--- config.mk ---
export PLATFORM = sky130hd
export DESIGN_NAME = best_fit_heap_allocator
export DESIGN_NICKNAME = d
export VERILOG_FILES = /design/src/rtl/bfha_pkg.sv /design/src/rtl/bfha_ram.sv /design/src/rtl/best_fit_heap_allocator.sv
export SDC_FILE = /design/constraint.sdc
export NUM_CORES = 2
export LEC_CHECK = 0
export BUFFER_PORTS_ARGS = -buffer_cell sky130_fd_sc_hd__buf_2
export CAP_MARGIN = 40
export CORE_MARGIN = 10
export CORE_UTILIZATION = 55
export DETAILED_ROUTE_END_ITERATION = 10
export GPL_TIMING_DRIVEN = 1
export PLACE_DENSITY = 0.71
export SYNTH_ARGS = -nofsm -noshare
export SYNTH_HDL_FRONTEND = slang
export SYNTH_SLANG_ARGS = --single-unit
export TNS_END_PERCENT = 50
--- constraint.sdc ---
create_clock -name clock -period 14.14 [get_ports clock]
set_input_delay 3.535 -clock clock [delete_from_list [all_inputs] [get_ports clock]]
set_output_delay 3.535 -clock clock [all_outputs]
set_load 0.02 [all_outputs]
--- src/rtl/bfha_pkg.sv ---
package bfha_pkg;

   typedef enum logic [4:0] {
      S_IDLE,
      S_A_SLOT,
      S_A_FIT_RD,
      S_A_FIT_EV,
      S_A_FIT_DONE,
      S_A_TOP_RD,
      S_A_TOP_EV,
      S_A_COMMIT,
      S_F_FIND_RD,
      S_F_FIND_EV,
      S_F_POS_RD,
      S_F_POS_EV,
      S_F_MERGE,
      S_F_LAST_RD,
      S_F_LAST_EV,
      S_F_COMMIT,
      S_DEL_RD,
      S_DEL_WR,
      S_INS_RD,
      S_INS_WR,
      S_RESP
   } state_type;

   typedef struct packed {
      logic [15:0] start;
      logic [15:0] len;
   } ext_type;

   localparam logic CMD_ALLOC = 1'b0;
   localparam logic CMD_FREE  = 1'b1;

   localparam logic [1:0] ST_OK      = 2'd0;
   localparam logic [1:0] ST_NOSPACE = 2'd1;
   localparam logic [1:0] ST_UNKNOWN = 2'd2;
   localparam logic [1:0] ST_FULL    = 2'd3;

   localparam logic CSR_BASE  = 1'b0;
   localparam logic CSR_LIMIT = 1'b1;

   localparam logic [17:0] TAG_BYTES   = 18'd2;
   localparam logic [17:0] SPLIT_SLACK = 18'd6;

   localparam logic [15:0] BASE_RESET  = 16'd256;
   localparam logic [15:0] LIMIT_RESET = 16'd65535;

endpackage

--- src/rtl/bfha_ram.sv ---
module bfha_ram #(
   parameter int WIDTH = 32,
   parameter int DEPTH = 16
) (
   input  logic                             clock,
   input  logic                             we,
   input  logic [$clog2(DEPTH)-1:0]         waddr,
   input  logic [WIDTH-1:0]                 wdata,
   input  logic [$clog2(DEPTH)-1:0]         raddr,
   output logic [WIDTH-1:0]                 rdata
);

   logic [WIDTH-1:0] mem_ff [DEPTH];
   logic [WIDTH-1:0] rdata_ff;

   always_ff @(posedge clock) begin
      if (we) begin
         mem_ff[waddr] <= wdata;
      end
      rdata_ff <= mem_ff[raddr];
   end

   assign rdata = rdata_ff;

endmodule

--- src/rtl/best_fit_heap_allocator.sv ---
// Best-fit heap allocator. Each request (tuser = 0 allocate, 1 free) yields one
// response. Free extents sit address-sorted in a FREE_SLOTS-entry RAM, live
// blocks in a LIVE_SLOTS-entry RAM with valid flip-flops. A small sequencer
// walks these RAMs one entry per access, each read setting the address and then
// comparing the data; the allocate's free-slot search steps through the valid
// flip-flops one per cycle. The live-table scan and the extent shifts on insert
// and remove are what make a free or an allocate run long. The block takes no
// request until the response has been taken.
// Writing heap_base empties both tables and sets the heap top at once.
module best_fit_heap_allocator #(
   parameter int FREE_SLOTS = 16,
   parameter int LIVE_SLOTS = 32,
   parameter int MIN_BLOCK  = 4
) (
   input  logic        clock,
   input  logic        reset,
   input  logic        req_tvalid,
   output logic        req_tready,
   input  logic [31:0] req_tdata,   // [15:0] req_size, [31:16] addr
   input  logic        req_tuser,   // [0] cmd
   output logic        rsp_tvalid,
   input  logic        rsp_tready,
   output logic [47:0] rsp_tdata,   // [15:0] user_addr, [31:16] block_size, [47:32] heap_top
   output logic [1:0]  rsp_tuser,   // [1:0] status
   input  logic        csr_psel,
   input  logic        csr_penable,
   input  logic        csr_pwrite,
   input  logic [2:0]  csr_paddr,
   input  logic [31:0] csr_pwdata,
   output logic [31:0] csr_prdata,
   output logic        csr_pready
);
   import bfha_pkg::*;

   localparam int FW = (FREE_SLOTS > 1) ? $clog2(FREE_SLOTS) : 1;
   localparam int CW = $clog2(FREE_SLOTS + 1);
   localparam int LW = (LIVE_SLOTS > 1) ? $clog2(LIVE_SLOTS) : 1;
   localparam logic [15:0]   MIN_SZ    = 16'(MIN_BLOCK);
   localparam logic [LW-1:0] LIVE_LAST = LW'(LIVE_SLOTS - 1);
   localparam logic [CW-1:0] FREE_MAX  = CW'(FREE_SLOTS);

   state_type state_ff, state_in, ret_ff, ret_in;
   logic [15:0] base_ff, base_in, limit_ff, limit_in, break_ff, break_in;
   logic [CW-1:0] count_ff, count_in, i_ff, i_in, k_ff, k_in, best_ff, best_in;
   logic [LIVE_SLOTS-1:0] valid_ff, valid_in;
   logic [LW-1:0] j_ff, j_in;
   logic found_ff, found_in, nxt_ok_ff, nxt_ok_in;
   logic [15:0] sz_ff, sz_in, addr_ff, addr_in, s_ff, s_in, l_ff, l_in;
   ext_type best_e_ff, best_e_in, prv_ff, prv_in, nxt_ff, nxt_in, ins_ff, ins_in;
   logic [1:0] status_ff, status_in;
   logic [15:0] uaddr_ff, uaddr_in, bsize_ff, bsize_in;

   logic          fr_we, lv_we;
   logic [FW-1:0] fr_waddr, fr_raddr;
   logic [LW-1:0] lv_waddr, lv_raddr;
   ext_type       fr_wdata, lv_wdata, fr_ext, lv_ext;
   logic [31:0]   fr_rdata, lv_rdata;

   logic          cfg_wr;
   logic [CW-1:0] cnt_m1, k_p1, k_m1;
   logic [17:0]   fr_end, newend, sz_slack, e_w, prv_end, grow_len, best_rem;
   logic          mp, mn;

   bfha_ram #(.WIDTH($bits(ext_type)), .DEPTH(FREE_SLOTS)) u_free_ram (
      .clock (clock),
      .we    (fr_we),
      .waddr (fr_waddr),
      .wdata (fr_wdata),
      .raddr (fr_raddr),
      .rdata (fr_rdata)
   );

   bfha_ram #(.WIDTH($bits(ext_type)), .DEPTH(LIVE_SLOTS)) u_live_ram (
      .clock (clock),
      .we    (lv_we),
      .waddr (lv_waddr),
      .wdata (lv_wdata),
      .raddr (lv_raddr),
      .rdata (lv_rdata)
   );

   assign fr_ext = ext_type'(fr_rdata);
   assign lv_ext = ext_type'(lv_rdata);

   assign cfg_wr     = csr_psel & csr_penable & csr_pwrite & csr_pready;
   assign csr_pready = 1'b1;
   assign csr_prdata = {16'd0, (csr_paddr[2] == CSR_LIMIT) ? limit_ff : base_ff};

   assign cnt_m1 = count_ff - CW'(1);
   assign k_p1   = k_ff + CW'(1);
   assign k_m1   = k_ff - CW'(1);

   assign fr_end   = {2'b0, fr_ext.start} + {2'b0, fr_ext.len} + TAG_BYTES;
   assign newend   = {2'b0, break_ff} + {2'b0, sz_ff} + TAG_BYTES;
   assign sz_slack = {2'b0, sz_ff} + SPLIT_SLACK;
   assign e_w      = {2'b0, s_ff} + {2'b0, l_ff} + TAG_BYTES;
   assign prv_end  = {2'b0, prv_ff.start} + {2'b0, prv_ff.len} + TAG_BYTES;
   assign grow_len = {2'b0, fr_ext.len} + {2'b0, sz_ff} + TAG_BYTES;
   assign best_rem = {2'b0, best_e_ff.len} - {2'b0, sz_ff} - TAG_BYTES;
   assign mp = (i_ff != '0) && (prv_end == {2'b0, s_ff});
   assign mn = nxt_ok_ff && (nxt_ff.start == e_w[15:0]) && (e_w[17:16] == 2'b0);

   assign req_tready = (state_ff == S_IDLE);
   assign rsp_tvalid = (state_ff == S_RESP);
   assign rsp_tdata  = {break_ff, bsize_ff, uaddr_ff};
   assign rsp_tuser  = status_ff;

   always_ff @(posedge clock) begin
      if (reset) begin
         state_ff <= S_IDLE;
         ret_ff   <= S_IDLE;
         base_ff  <= BASE_RESET;
         limit_ff <= LIMIT_RESET;
         break_ff <= BASE_RESET;
         count_ff <= '0;
         valid_ff <= '0;
      end else begin
         state_ff <= state_in;
         ret_ff   <= ret_in;
         base_ff  <= base_in;
         limit_ff <= limit_in;
         break_ff <= break_in;
         count_ff <= count_in;
         valid_ff <= valid_in;
      end
      i_ff      <= i_in;
      k_ff      <= k_in;
      j_ff      <= j_in;
      best_ff   <= best_in;
      found_ff  <= found_in;
      nxt_ok_ff <= nxt_ok_in;
      sz_ff     <= sz_in;
      addr_ff   <= addr_in;
      s_ff      <= s_in;
      l_ff      <= l_in;
      best_e_ff <= best_e_in;
      prv_ff    <= prv_in;
      nxt_ff    <= nxt_in;
      ins_ff    <= ins_in;
      status_ff <= status_in;
      uaddr_ff  <= uaddr_in;
      bsize_ff  <= bsize_in;
   end

   always_comb begin
      state_in  = state_ff;
      ret_in    = ret_ff;
      base_in   = base_ff;
      limit_in  = limit_ff;
      break_in  = break_ff;
      count_in  = count_ff;
      valid_in  = valid_ff;
      i_in      = i_ff;
      k_in      = k_ff;
      j_in      = j_ff;
      best_in   = best_ff;
      found_in  = found_ff;
      nxt_ok_in = nxt_ok_ff;
      sz_in     = sz_ff;
      addr_in   = addr_ff;
      s_in      = s_ff;
      l_in      = l_ff;
      best_e_in = best_e_ff;
      prv_in    = prv_ff;
      nxt_in    = nxt_ff;
      ins_in    = ins_ff;
      status_in = status_ff;
      uaddr_in  = uaddr_ff;
      bsize_in  = bsize_ff;
      fr_we     = 1'b0;
      fr_waddr  = '0;
      fr_wdata  = '0;
      fr_raddr  = '0;
      lv_we     = 1'b0;
      lv_waddr  = '0;
      lv_wdata  = '0;
      lv_raddr  = '0;

      unique case (state_ff)
         S_IDLE: begin
            if (req_tvalid) begin
               sz_in    = (req_tdata[15:0] < MIN_SZ) ? MIN_SZ : req_tdata[15:0];
               addr_in  = req_tdata[31:16];
               j_in     = '0;
               uaddr_in = '0;
               bsize_in = '0;
               state_in = (req_tuser == CMD_FREE) ? S_F_FIND_RD : S_A_SLOT;
            end
         end

         // first free live slot, one valid bit a cycle
         S_A_SLOT: begin
            if (!valid_ff[j_ff]) begin
               i_in     = '0;
               found_in = 1'b0;
               state_in = S_A_FIT_RD;
            end else if (j_ff == LIVE_LAST) begin
               status_in = ST_FULL;
               state_in  = S_RESP;
            end else begin
               j_in = j_ff + LW'(1);
            end
         end

         S_A_FIT_RD: begin
            fr_raddr = i_ff[FW-1:0];
            state_in = (i_ff < count_ff) ? S_A_FIT_EV : S_A_FIT_DONE;
         end

         S_A_FIT_EV: begin
            if (fr_ext.len >= sz_ff && (!found_ff || fr_ext.len < best_e_ff.len)) begin
               found_in  = 1'b1;
               best_in   = i_ff;
               best_e_in = fr_ext;
            end
            i_in     = i_ff + CW'(1);
            state_in = S_A_FIT_RD;
         end

         S_A_FIT_DONE: begin
            if (found_ff) begin
               s_in = best_e_ff.start;
               if ({2'b0, best_e_ff.len} > sz_slack) begin
                  // split: tail stays in the same slot
                  fr_we          = 1'b1;
                  fr_waddr       = best_ff[FW-1:0];
                  fr_wdata.start = 16'({2'b0, best_e_ff.start} + TAG_BYTES + {2'b0, sz_ff});
                  fr_wdata.len   = best_rem[15:0];
                  l_in           = sz_ff;
                  state_in       = S_A_COMMIT;
               end else begin
                  l_in     = best_e_ff.len;
                  k_in     = best_ff;
                  ret_in   = S_A_COMMIT;
                  state_in = S_DEL_RD;
               end
            end else if (newend >= {2'b0, limit_ff}) begin
               status_in = ST_NOSPACE;
               state_in  = S_RESP;
            end else if (count_ff != '0) begin
               state_in = S_A_TOP_RD;
            end else begin
               s_in     = break_ff;
               l_in     = sz_ff;
               break_in = newend[15:0];
               state_in = S_A_COMMIT;
            end
         end

         S_A_TOP_RD: begin
            fr_raddr = cnt_m1[FW-1:0];
            state_in = S_A_TOP_EV;
         end

         S_A_TOP_EV: begin
            if (fr_end == {2'b0, break_ff}) begin
               // grow the top extent, then carve from it
               s_in = fr_ext.start;
               if (grow_len > sz_slack) begin
                  fr_we          = 1'b1;
                  fr_waddr       = cnt_m1[FW-1:0];
                  fr_wdata.start = 16'({2'b0, fr_ext.start} + TAG_BYTES + {2'b0, sz_ff});
                  fr_wdata.len   = fr_ext.len;
                  l_in           = sz_ff;
               end else begin
                  count_in = cnt_m1;
                  l_in     = grow_len[15:0];
               end
            end else begin
               s_in = break_ff;
               l_in = sz_ff;
            end
            break_in = newend[15:0];
            state_in = S_A_COMMIT;
         end

         S_A_COMMIT: begin
            lv_we          = 1'b1;
            lv_waddr       = j_ff;
            lv_wdata.start = s_ff;
            lv_wdata.len   = l_ff;
            valid_in[j_ff] = 1'b1;
            status_in      = ST_OK;
            uaddr_in       = 16'({2'b0, s_ff} + TAG_BYTES);
            bsize_in       = l_ff;
            state_in       = S_RESP;
         end

         S_F_FIND_RD: begin
            lv_raddr = j_ff;
            if (valid_ff[j_ff]) begin
               state_in = S_F_FIND_EV;
            end else if (j_ff == LIVE_LAST) begin
               status_in = ST_UNKNOWN;
               state_in  = S_RESP;
            end else begin
               j_in = j_ff + LW'(1);
            end
         end

         S_F_FIND_EV: begin
            if ({2'b0, lv_ext.start} + TAG_BYTES == {2'b0, addr_ff}) begin
               s_in     = lv_ext.start;
               l_in     = lv_ext.len;
               i_in     = '0;
               state_in = S_F_POS_RD;
            end else if (j_ff == LIVE_LAST) begin
               status_in = ST_UNKNOWN;
               state_in  = S_RESP;
            end else begin
               j_in     = j_ff + LW'(1);
               state_in = S_F_FIND_RD;
            end
         end

         S_F_POS_RD: begin
            fr_raddr = i_ff[FW-1:0];
            if (i_ff < count_ff) begin
               state_in = S_F_POS_EV;
            end else begin
               nxt_ok_in = 1'b0;
               state_in  = S_F_MERGE;
            end
         end

         S_F_POS_EV: begin
            if (fr_ext.start < s_ff) begin
               prv_in   = fr_ext;
               i_in     = i_ff + CW'(1);
               state_in = S_F_POS_RD;
            end else begin
               nxt_in    = fr_ext;
               nxt_ok_in = 1'b1;
               state_in  = S_F_MERGE;
            end
         end

         S_F_MERGE: begin
            if (e_w == {2'b0, break_ff} && !mn) begin
               if (mp) begin
                  break_in = prv_ff.start;
                  k_in     = i_ff - CW'(1);
                  ret_in   = S_F_COMMIT;
                  state_in = S_DEL_RD;
               end else begin
                  break_in = s_ff;
                  state_in = S_F_COMMIT;
               end
            end else if (mp && mn) begin
               fr_we          = 1'b1;
               fr_waddr       = FW'(i_ff - CW'(1));
               fr_wdata.start = prv_ff.start;
               fr_wdata.len   = 16'({2'b0, prv_ff.len} + {2'b0, l_ff} + TAG_BYTES
                                    + {2'b0, nxt_ff.len} + TAG_BYTES);
               k_in           = i_ff;
               ret_in         = S_F_LAST_RD;
               state_in       = S_DEL_RD;
            end else if (mp) begin
               fr_we          = 1'b1;
               fr_waddr       = FW'(i_ff - CW'(1));
               fr_wdata.start = prv_ff.start;
               fr_wdata.len   = 16'({2'b0, prv_ff.len} + {2'b0, l_ff} + TAG_BYTES);
               state_in       = S_F_LAST_RD;
            end else if (mn) begin
               fr_we          = 1'b1;
               fr_waddr       = i_ff[FW-1:0];
               fr_wdata.start = s_ff;
               fr_wdata.len   = 16'({2'b0, nxt_ff.len} + {2'b0, l_ff} + TAG_BYTES);
               state_in       = S_F_LAST_RD;
            end else if (count_ff >= FREE_MAX) begin
               status_in = ST_FULL;
               state_in  = S_RESP;
            end else begin
               ins_in.start = s_ff;
               ins_in.len   = l_ff;
               k_in         = count_ff;
               ret_in       = S_F_LAST_RD;
               state_in     = S_INS_RD;
            end
         end

         S_F_LAST_RD: begin
            fr_raddr = cnt_m1[FW-1:0];
            state_in = (count_ff != '0) ? S_F_LAST_EV : S_F_COMMIT;
         end

         // drop the top extent when it reaches the heap top
         S_F_LAST_EV: begin
            if (fr_end == {2'b0, break_ff}) begin
               break_in = fr_ext.start;
               count_in = cnt_m1;
            end
            state_in = S_F_COMMIT;
         end

         S_F_COMMIT: begin
            valid_in[j_ff] = 1'b0;
            status_in      = ST_OK;
            bsize_in       = l_ff;
            state_in       = S_RESP;
         end

         // remove entry k: move the later entries down one at a time
         S_DEL_RD: begin
            fr_raddr = k_p1[FW-1:0];
            if (k_p1 < count_ff) begin
               state_in = S_DEL_WR;
            end else begin
               count_in = cnt_m1;
               state_in = ret_ff;
            end
         end

         S_DEL_WR: begin
            fr_we    = 1'b1;
            fr_waddr = k_ff[FW-1:0];
            fr_wdata = fr_ext;
            k_in     = k_p1;
            state_in = S_DEL_RD;
         end

         // insert at position i: move entries up from the end
         S_INS_RD: begin
            fr_raddr = k_m1[FW-1:0];
            if (k_ff > i_ff) begin
               state_in = S_INS_WR;
            end else begin
               fr_we    = 1'b1;
               fr_waddr = i_ff[FW-1:0];
               fr_wdata = ins_ff;
               count_in = count_ff + CW'(1);
               state_in = ret_ff;
            end
         end

         S_INS_WR: begin
            fr_we    = 1'b1;
            fr_waddr = k_ff[FW-1:0];
            fr_wdata = fr_ext;
            k_in     = k_m1;
            state_in = S_INS_RD;
         end

         S_RESP: begin
            if (rsp_tready) begin
               state_in = S_IDLE;
            end
         end

         default: begin
            state_in = S_IDLE;
         end
      endcase

      if (cfg_wr) begin
         if (csr_paddr[2] == CSR_BASE) begin
            base_in  = csr_pwdata[15:0];
            break_in = csr_pwdata[15:0];
            count_in = '0;
            valid_in = '0;
         end else begin
            limit_in = csr_pwdata[15:0];
         end
      end
   end

`ifndef SYNTHESIS
   a_count_bound: assert property (@(posedge clock) disable iff (reset)
      count_ff <= FREE_MAX)
      else $error("free extent count beyond table size");

   a_one_at_a_time: assert property (@(posedge clock) disable iff (reset)
      (req_tvalid && req_tready) |=> !req_tready)
      else $error("request taken while another is in progress");

   a_grant_below_top: assert property (@(posedge clock) disable iff (reset)
      (rsp_tvalid && status_ff == ST_OK && uaddr_ff != '0)
         |-> ({2'b0, uaddr_ff} + {2'b0, bsize_ff} <= {2'b0, break_ff}))
      else $error("granted block runs past heap top");

   a_base_reinit: assert property (@(posedge clock) disable iff (reset)
      (cfg_wr && csr_paddr[2] == CSR_BASE)
         |=> (count_ff == '0 && valid_ff == '0 && break_ff == $past(csr_pwdata[15:0])))
      else $error("heap base write did not reinitialise");
`endif

endmodule
Word-level counts from Yosys, hierarchy flattened
Memory sizes are Yosys's and may differ from the RTL's. A register that Yosys moved wholly into a read port is not among the register bits.
Cells that the tools add are included.
{"block": "word_totals", "regBits": 343, "output_inout_bits": 85, "wordCells": 338, "input_bits": 75, "ramBits": 1536, "n_memories": 2}
{"block": "op_classes", "magnitude_cmp": 13, "reduce_logical": 46, "muxes": 152, "n_addsub": 32, "n_eq_ne": 53, "bitwise_logic": 12}
{"name": "u_live_ram.mem_ff", "depth": 32, "width": 32, "read_ports": 1, "rd_ports_with_merged_regs": 1, "write_ports": 1, "line": "bfha_ram.sv:13", "rtl": "logic [WIDTH-1:0] mem_ff [DEPTH];"}
{"name": "u_free_ram.mem_ff", "depth": 16, "width": 32, "read_ports": 1, "rd_ports_with_merged_regs": 1, "write_ports": 1, "line": "bfha_ram.sv:13"}
{"cell": "32-bit two-way mux", "count": 12}
{"cell": "16-bit two-way mux", "count": 21}
{"cell": "5-bit two-way mux", "count": 50}
{"cell": "32-bit case mux with 5 select lines", "count": 1}
{"cell": "5-bit case mux with 20 select lines", "count": 1}
{"cell": "16-bit by 2-bit adder with 16-bit output (second input constant)", "count": 6}
{"cell": "16-bit case mux with 3 select lines", "count": 2}
{"cell": "17-bit by 2-bit adder with 18-bit output (second input constant)", "count": 5}
{"cell": "16-bit by 16-bit adder with 17-bit output", "count": 5}
{"cell": "16-bit adder", "count": 5}
{"cell": "5-bit case mux with 4 select lines", "count": 4}
{"cell": "16-bit case mux with 2 select lines", "count": 2}
{"cell": "16-bit case mux with 4 select lines", "count": 1}
{"cell": "32-bit case mux with 2 select lines", "count": 1}
{"cell": "18-bit by 16-bit == test with 1-bit output", "count": 3}
{"cell": "5-bit by 4-bit == test with 1-bit output (second input constant)", "count": 8}
{"cell": "4-bit two-way mux", "count": 10}
{"cell": "2-bit inequality test (second input constant)", "count": 20}
{"cell": "32-bit AND", "count": 1}
{"cell": "16-bit less-than comparator", "count": 2}
{"cell": "32-bit NOT", "count": 1}
{"cell": "32-bit OR", "count": 1}
{"cell": "5-bit == test (second input constant)", "count": 6}
{"cell": "2-bit two-way mux", "count": 13}
{"cell": "54 further kinds", "count": 127}

Logic depth before layout (Yosys ltp)
{"block": "logic_depth", "word_depth": 12, "ltp_mapped": 27, "mapped_depth_nobuf": 26}

By module
From an unflattened synthesis, not the netlist that was laid out.
{"block": "hier_totals", "cells_unflattened": 6634, "hier_area_um2": 92159.6}
{"mod": "bfha_ram at u_live_ram", "area_each_um2": 40492.6, "n_inst": 1, "cells_each": 2260}
{"mod": "best_fit_heap_allocator", "area_each_um2": 31831.8, "n_inst": 1, "cells_each": 3536}
{"mod": "bfha_ram at u_free_ram", "area_each_um2": 19835.3, "n_inst": 1, "cells_each": 838}

Worst setup path after synthesis
OpenSTA, ideal clock, no wires.
{"block": "synth_path", "path_type": "reg2reg", "startpoint": "register s_ff[1]", "endpoint": "memory u_free_ram.mem_ff[11][0], enable pin", "slack_ns": 5.619, "stages_incl_launch_ff": 24, "period_less_slack_ns": 8.521, "required_time_ns": 13.638, "t_arrival_ns": 8.020, "path_buffers": 2, "path_cell_list": "edfxtp_1 inv_1 ha_1 inv_1 ha_1 inv_1 fa_1 xnor2_1 nor4_1 nand3_1 nor4_1 o2111a_1 o211ai_1 or4_1 nor2_1 ha_1 clkbuf_1 inv_1 o21ai_1 buf_2 a31oi_1 a21oi_1 o211ai_1 nor4_1"}
{"block": "synth_between", "elab_chain_cells": 12}
{"item": "from (decl)", "line": "best_fit_heap_allocator.sv:48", "rtl": "logic [15:0] sz_ff, sz_in, addr_ff, addr_in, s_ff, s_in, l_ff, l_in;"}
{"item": "from (signal assigned)", "line": "best_fit_heap_allocator.sv:134", "rtl": "s_ff <= s_in;"}
{"item": "16-bit by 16-bit adder with 17-bit output", "line": "best_fit_heap_allocator.sv:96", "rtl": "assign e_w = {2'b0, s_ff} + {2'b0, l_ff} + TAG_BYTES;"}
{"item": "17-bit by 2-bit adder with 18-bit output", "line": "best_fit_heap_allocator.sv:96"}
{"item": "16-bit == test", "line": "best_fit_heap_allocator.sv:101", "rtl": "assign mn = nxt_ok_ff && (nxt_ff.start == e_w[15:0]) && (e_w[17:16] == 2'b0);"}
{"item": "1-bit logical AND (2 in series)", "line": "best_fit_heap_allocator.sv:101"}
{"item": "1-bit two-way mux", "line": "best_fit_heap_allocator.sv:364", "rtl": "end else if (mn) begin"}
{"item": "1-bit two-way mux", "line": "best_fit_heap_allocator.sv:358", "rtl": "end else if (mp) begin"}
{"item": "1-bit two-way mux", "line": "best_fit_heap_allocator.sv:349", "rtl": "end else if (mp && mn) begin"}
{"item": "1-bit two-way mux", "line": "best_fit_heap_allocator.sv:339", "rtl": "if (e_w == {2'b0, break_ff} && !mn) begin"}
{"item": "1-bit case mux with 5 select lines", "line": "best_fit_heap_allocator.sv:179", "rtl": "unique case (state_ff)"}
{"item": "1-bit two-way mux", "line": "bfha_ram.sv:17", "rtl": "if (we) begin"}
{"item": "1-bit two-way mux (not written as such)", "line": "bfha_ram.sv:18", "rtl": "mem_ff[waddr] <= wdata;"}
{"item": "to (decl)", "line": "bfha_ram.sv:13"}
Several ways; a longest one is shown, not always the timed one.

Final worst setup path
{"block": "layout_path", "startpoint": "register s_ff[1]", "endpoint": "memory u_free_ram.mem_ff[7][3], enable pin"}
The elaborated chain is that of the path after synthesis.

==> summary.md <==
| Metric | Value |
|---|---|
| Number of iterations in the first detailed-routing pass | 6 |
| Total of fill cells in the finished design | around 13000 |
| # clock sinks | 1941 |
| Vias per cell | about 6.5 |
| Number of cell instances on the worst register-to-register path | 23 |
| Worst-Margin Slew | between 900 and 1000 ps |
| Placer's final routability congestion estimate | 0.980 |
| Number of antenna violations at the first check in global routing | 14 |
| P_leak | 0.0357 µW |
| Min-delay worst type | flop to flop |
| Pre-CTS worst setup slack | 5820 ps |
| Wire length of the first global-routing pass | 404000 µm |
| Number of enable-type register cells in the synthesized netlist | 1784 |
| # rows | 150 |
| Setup crit end kind | flop |
| Number of standard cells in the final layout excluding fillers | 9660 |
| Register area share after synthesis | about three fifths |
| Full die area | 186000 µm² |
| Most used DFF post-synth | sky130_fd_sc_hd__edfxtp_1 |
| Power after layout | 17000 µW |
| Master of the slowest instance on the critical path | sky130_fd_sc_hd__nor4_2 |
| Pin count of the biggest net entering global routing | roughly 150 |
| DPL Wire Length | about 170000 µm |
| Vias | 63100 |
| Count of antenna-violating nets left after detailed routing | 0 |
| TritonCTS clock tree | yes |
| Placed cells | 9295 |
| Endpoint required time on the critical path | about 15000 ps |
| Ys async rst share | 0% |
| Min Clock Period, post-route | 8570 ps |
| 1st-iter DRT viols | 7537 |
| Aggregate routed wire length | 278000 µm |
| Horizontal die dimension | 431 µm |
| Number of global-route vias before repair | slightly above 60000 |
| Setup TNS | 0 ps |
| Nets@finish | 7829 |
| Commonest cells after routing, fill and taps aside | 1784 x sky130_fd_sc_hd__edfxtp_1, 656 x sky130_fd_sc_hd__nand2_1, 452 x sky130_fd_sc_hd__ha_1 |
| Largest fanout of any net on the critical path | 30 |
| Placeable Area | 168000 µm² |
| Worst hold path cell count | 2 |
| H-tree level count | 4 |
| Highest attainable clock frequency | between 100 and 150 MHz |
| Clock Tree Buf Depth | 3 |
| Type of the worst setup path | flop to flop |
| Y dimension of the die | 431 µm |
| Cell count after synthesis | ~7100 |
| Fin crit share | 60.6% |
| Worst-Skew Late Latency | 850 ps |
| DRC errors left | 0 |
| Routed length per placed instance | about 29 µm |
| Worst clock skew | 57.8 ps |
| Endpoints failing setup | 0 |
| Final Hold Violating Endpoints | 0 |
| Post-CTS Repair Setup Buffers | 0 |
| Area overhead of the layout relative to synthesis | 11.8% |
| Library cell appearing most often on the critical path | sky130_fd_sc_hd__inv_1 |
| Worst Hold Margin | 453 ps |
| Number of buffers added by the clock tree synthesis step | 194 |
| Routing layer with the top usage in global route | met2 |
| Netlist Area Pre-Place | 93100 µm² |
| Port Buffers | 124 |
| GR met3 Demand/Resource | 5.28% |
| Most common cell after layout, fill and taps aside | sky130_fd_sc_hd__edfxtp_1 |
| Slew Viols, Final | 0 |
| Worst slew margin | roughly 35% |
| Arrival time of data at the critical path endpoint | 9010 ps |
| RSZ-0062 raised after global routing | no |
| Distinct cell type count after synthesis | 96 |
| Biggest cell delay along the critical path | 790 ps |
| Total of cells resized after clock tree synthesis | 0 |
| Warning count from the yosys run | 0 |
| Count of maximum capacitance violations | 0 |
| Outcome | completed |
| Global Route met2 Usage | 47.1% |
| Worst voltage drop across the vdd grid | approximately 0.15 mV |
| Global Route Usage Sum | 29.1% |
| Post-synthesis sequential element count | 1941 |
| Final Worst Setup Slack | between 5000 and 6000 ps |
| Kind of start point of the critical path | flop |
| Root buffer cell | sky130_fd_sc_hd__clkbuf_16 |
| GRT Residual Overflow | 0 |
| Post-CTS clock slew at the launch and capture registers of the worst setup and hold paths | 60 ps |
| Effective utilization at floorplan | 55.5% |
| Fraction of layout cells with a size suffix above 1 | between 10% and 20% |
| Mean post-synth cell area | 13.0 µm² |
| Power density normalized to cell area | 163 nW/µm² |
| Number of ports placed on the die boundary | 160 |
| CP Cell Sequence | inv_1, ha_1, inv_1, ha_1, inv_1, fa_1, nor2b_1, o22ai_1, xnor3_1, nor4_1, o2111a_1, o211ai_1, or4_1, nor2_1, ha_1, inv_1, o21ai_2, buf_4, a31oi_1, a21oi_1, o211ai_1, nor4_2, buf_4 |
| Number of hold buffers added after CTS | 0 |
| Met1 usage | 38.4% |
[per-layer routing]
layer | routed length [µm] | part of all wire [%]
met1 | 108000 | 39
met2 | 131000 | 47
met3 | 25200 | 9.0
met4 | 13700 | 4.9
met5 | 11 | 0.0040
[cell type report]
cell class	count	area (µm²)	share of cell area [%]
inverters	231	867	0.834
clock buffers	258	5260	5.06
diodes	5	12.5	0.0120
clock inverters	99	1040	0.998
multi-input cells	4547	34300	33.0
flip-flops and latches	1941	56700	54.5
well taps	2204	2760	2.65
repair buffers	375	3060	2.94
[synthesized netlist by cell type, types with 52 or more instances]
library cell / count / area share [%]
sky130_fd_sc_hd__edfxtp_1: 1784 / 58
sky130_fd_sc_hd__nand2_1: 661 / 2.7
sky130_fd_sc_hd__ha_1: 452 / 6.1
sky130_fd_sc_hd__nor2_1: 387 / 1.6
sky130_fd_sc_hd__clkbuf_1: 353 / 1.4
sky130_fd_sc_hd__o21ai_0: 326 / 1.8
sky130_fd_sc_hd__a21oi_1: 298 / 1.6
sky130_fd_sc_hd__inv_1: 229 / 0.92
sky130_fd_sc_hd__a31oi_1: 225 / 1.5
sky130_fd_sc_hd__a211oi_1: 198 / 1.6
sky130_fd_sc_hd__mux2i_1: 190 / 2.0
sky130_fd_sc_hd__xnor2_1: 177 / 1.7
sky130_fd_sc_hd__dfxtp_1: 157 / 3.4
sky130_fd_sc_hd__mux2_2: 151 / 1.8
sky130_fd_sc_hd__and2_1: 149 / 1.0
sky130_fd_sc_hd__o211ai_1: 142 / 1.1
sky130_fd_sc_hd__mux4_2: 137 / 3.3
sky130_fd_sc_hd__nand3_1: 88 / 0.47
sky130_fd_sc_hd__nor3_1: 74 / 0.40
sky130_fd_sc_hd__a311oi_1: 67 / 0.63
sky130_fd_sc_hd__xor2_1: 66 / 0.62
sky130_fd_sc_hd__a21o_1: 63 / 0.51
sky130_fd_sc_hd__buf_1: 52 / 0.21
[metrics by stage]
step	area, µm²	utilization [%]
3_5_place_dp	97700	58.3
5_1_grt	104000	62.1
4_1_cts	104000	62.0
2_1_floorplan	93100	-
3_3_place_gp	96800	57.8
6_report	104000	62.1
[registers in the layout, indices dropped and copies added (netlist names), 16 cells and up]
signal	count
addr_ff	16
base_ff	16
best_e_ff	32
break_ff	16
bsize_ff	16
ins_ff	32
l_ff	16
limit_ff	16
nxt_ff	32
prv_ff	32
s_ff	16
sz_ff	16
u_free_ram.mem_ff	512
u_free_ram.rdata	32
u_live_ram.mem_ff	1024
u_live_ram.rdata	32
uaddr_ff	16
valid_ff	32
[power by group]
group | leakage, µW | switching, µW | total, µW | internal, µW
Combinational | 0.0165 | 3300 | 5170 | 1870
Sequential | 0.0161 | 245 | 6690 | 6440
Clock | 0.00304 | 2230 | 5100 | 2870
[worst max-delay path: cells and delay by family (launching register included)]
| kind | cells | cell delay [ps] |
|---|---|---|
| fa+ha+maj | 4 | 1290 |
| xor+xnor | 1 | 240 |
| flops | 1 | 720 |
| buf+inv | 6 | 1760 |
| compound gates | 7 | 1410 |
| simple gates | 5 | 2670 |
[worst paths after layout]
check	slack [ps]	end	startpoint
max	5570	u_free_ram.mem_ff[7][3]	s_ff[1]
min	450	base_ff[11]	base_ff[11]
max reg2reg	5570	u_free_ram.mem_ff[7][3]	s_ff[1]
min reg2reg	450	base_ff[11]	base_ff[11]
[kinds of logic after synthesis]
| logic type | share of synthesized area, % |
|---|---|
| xor gates and xnor gates | 2.44 |
| DFF | 60.9 |
| adders and majority gates | 6.34 |
| and+or+nand+nor | 8.23 |
| AOI/OAI and AO/OA | 12.0 |
| buffers and inverters | 2.81 |
| other | 0.00807 |
| muxes | 7.20 |
(Power assumes the default switching activity.)
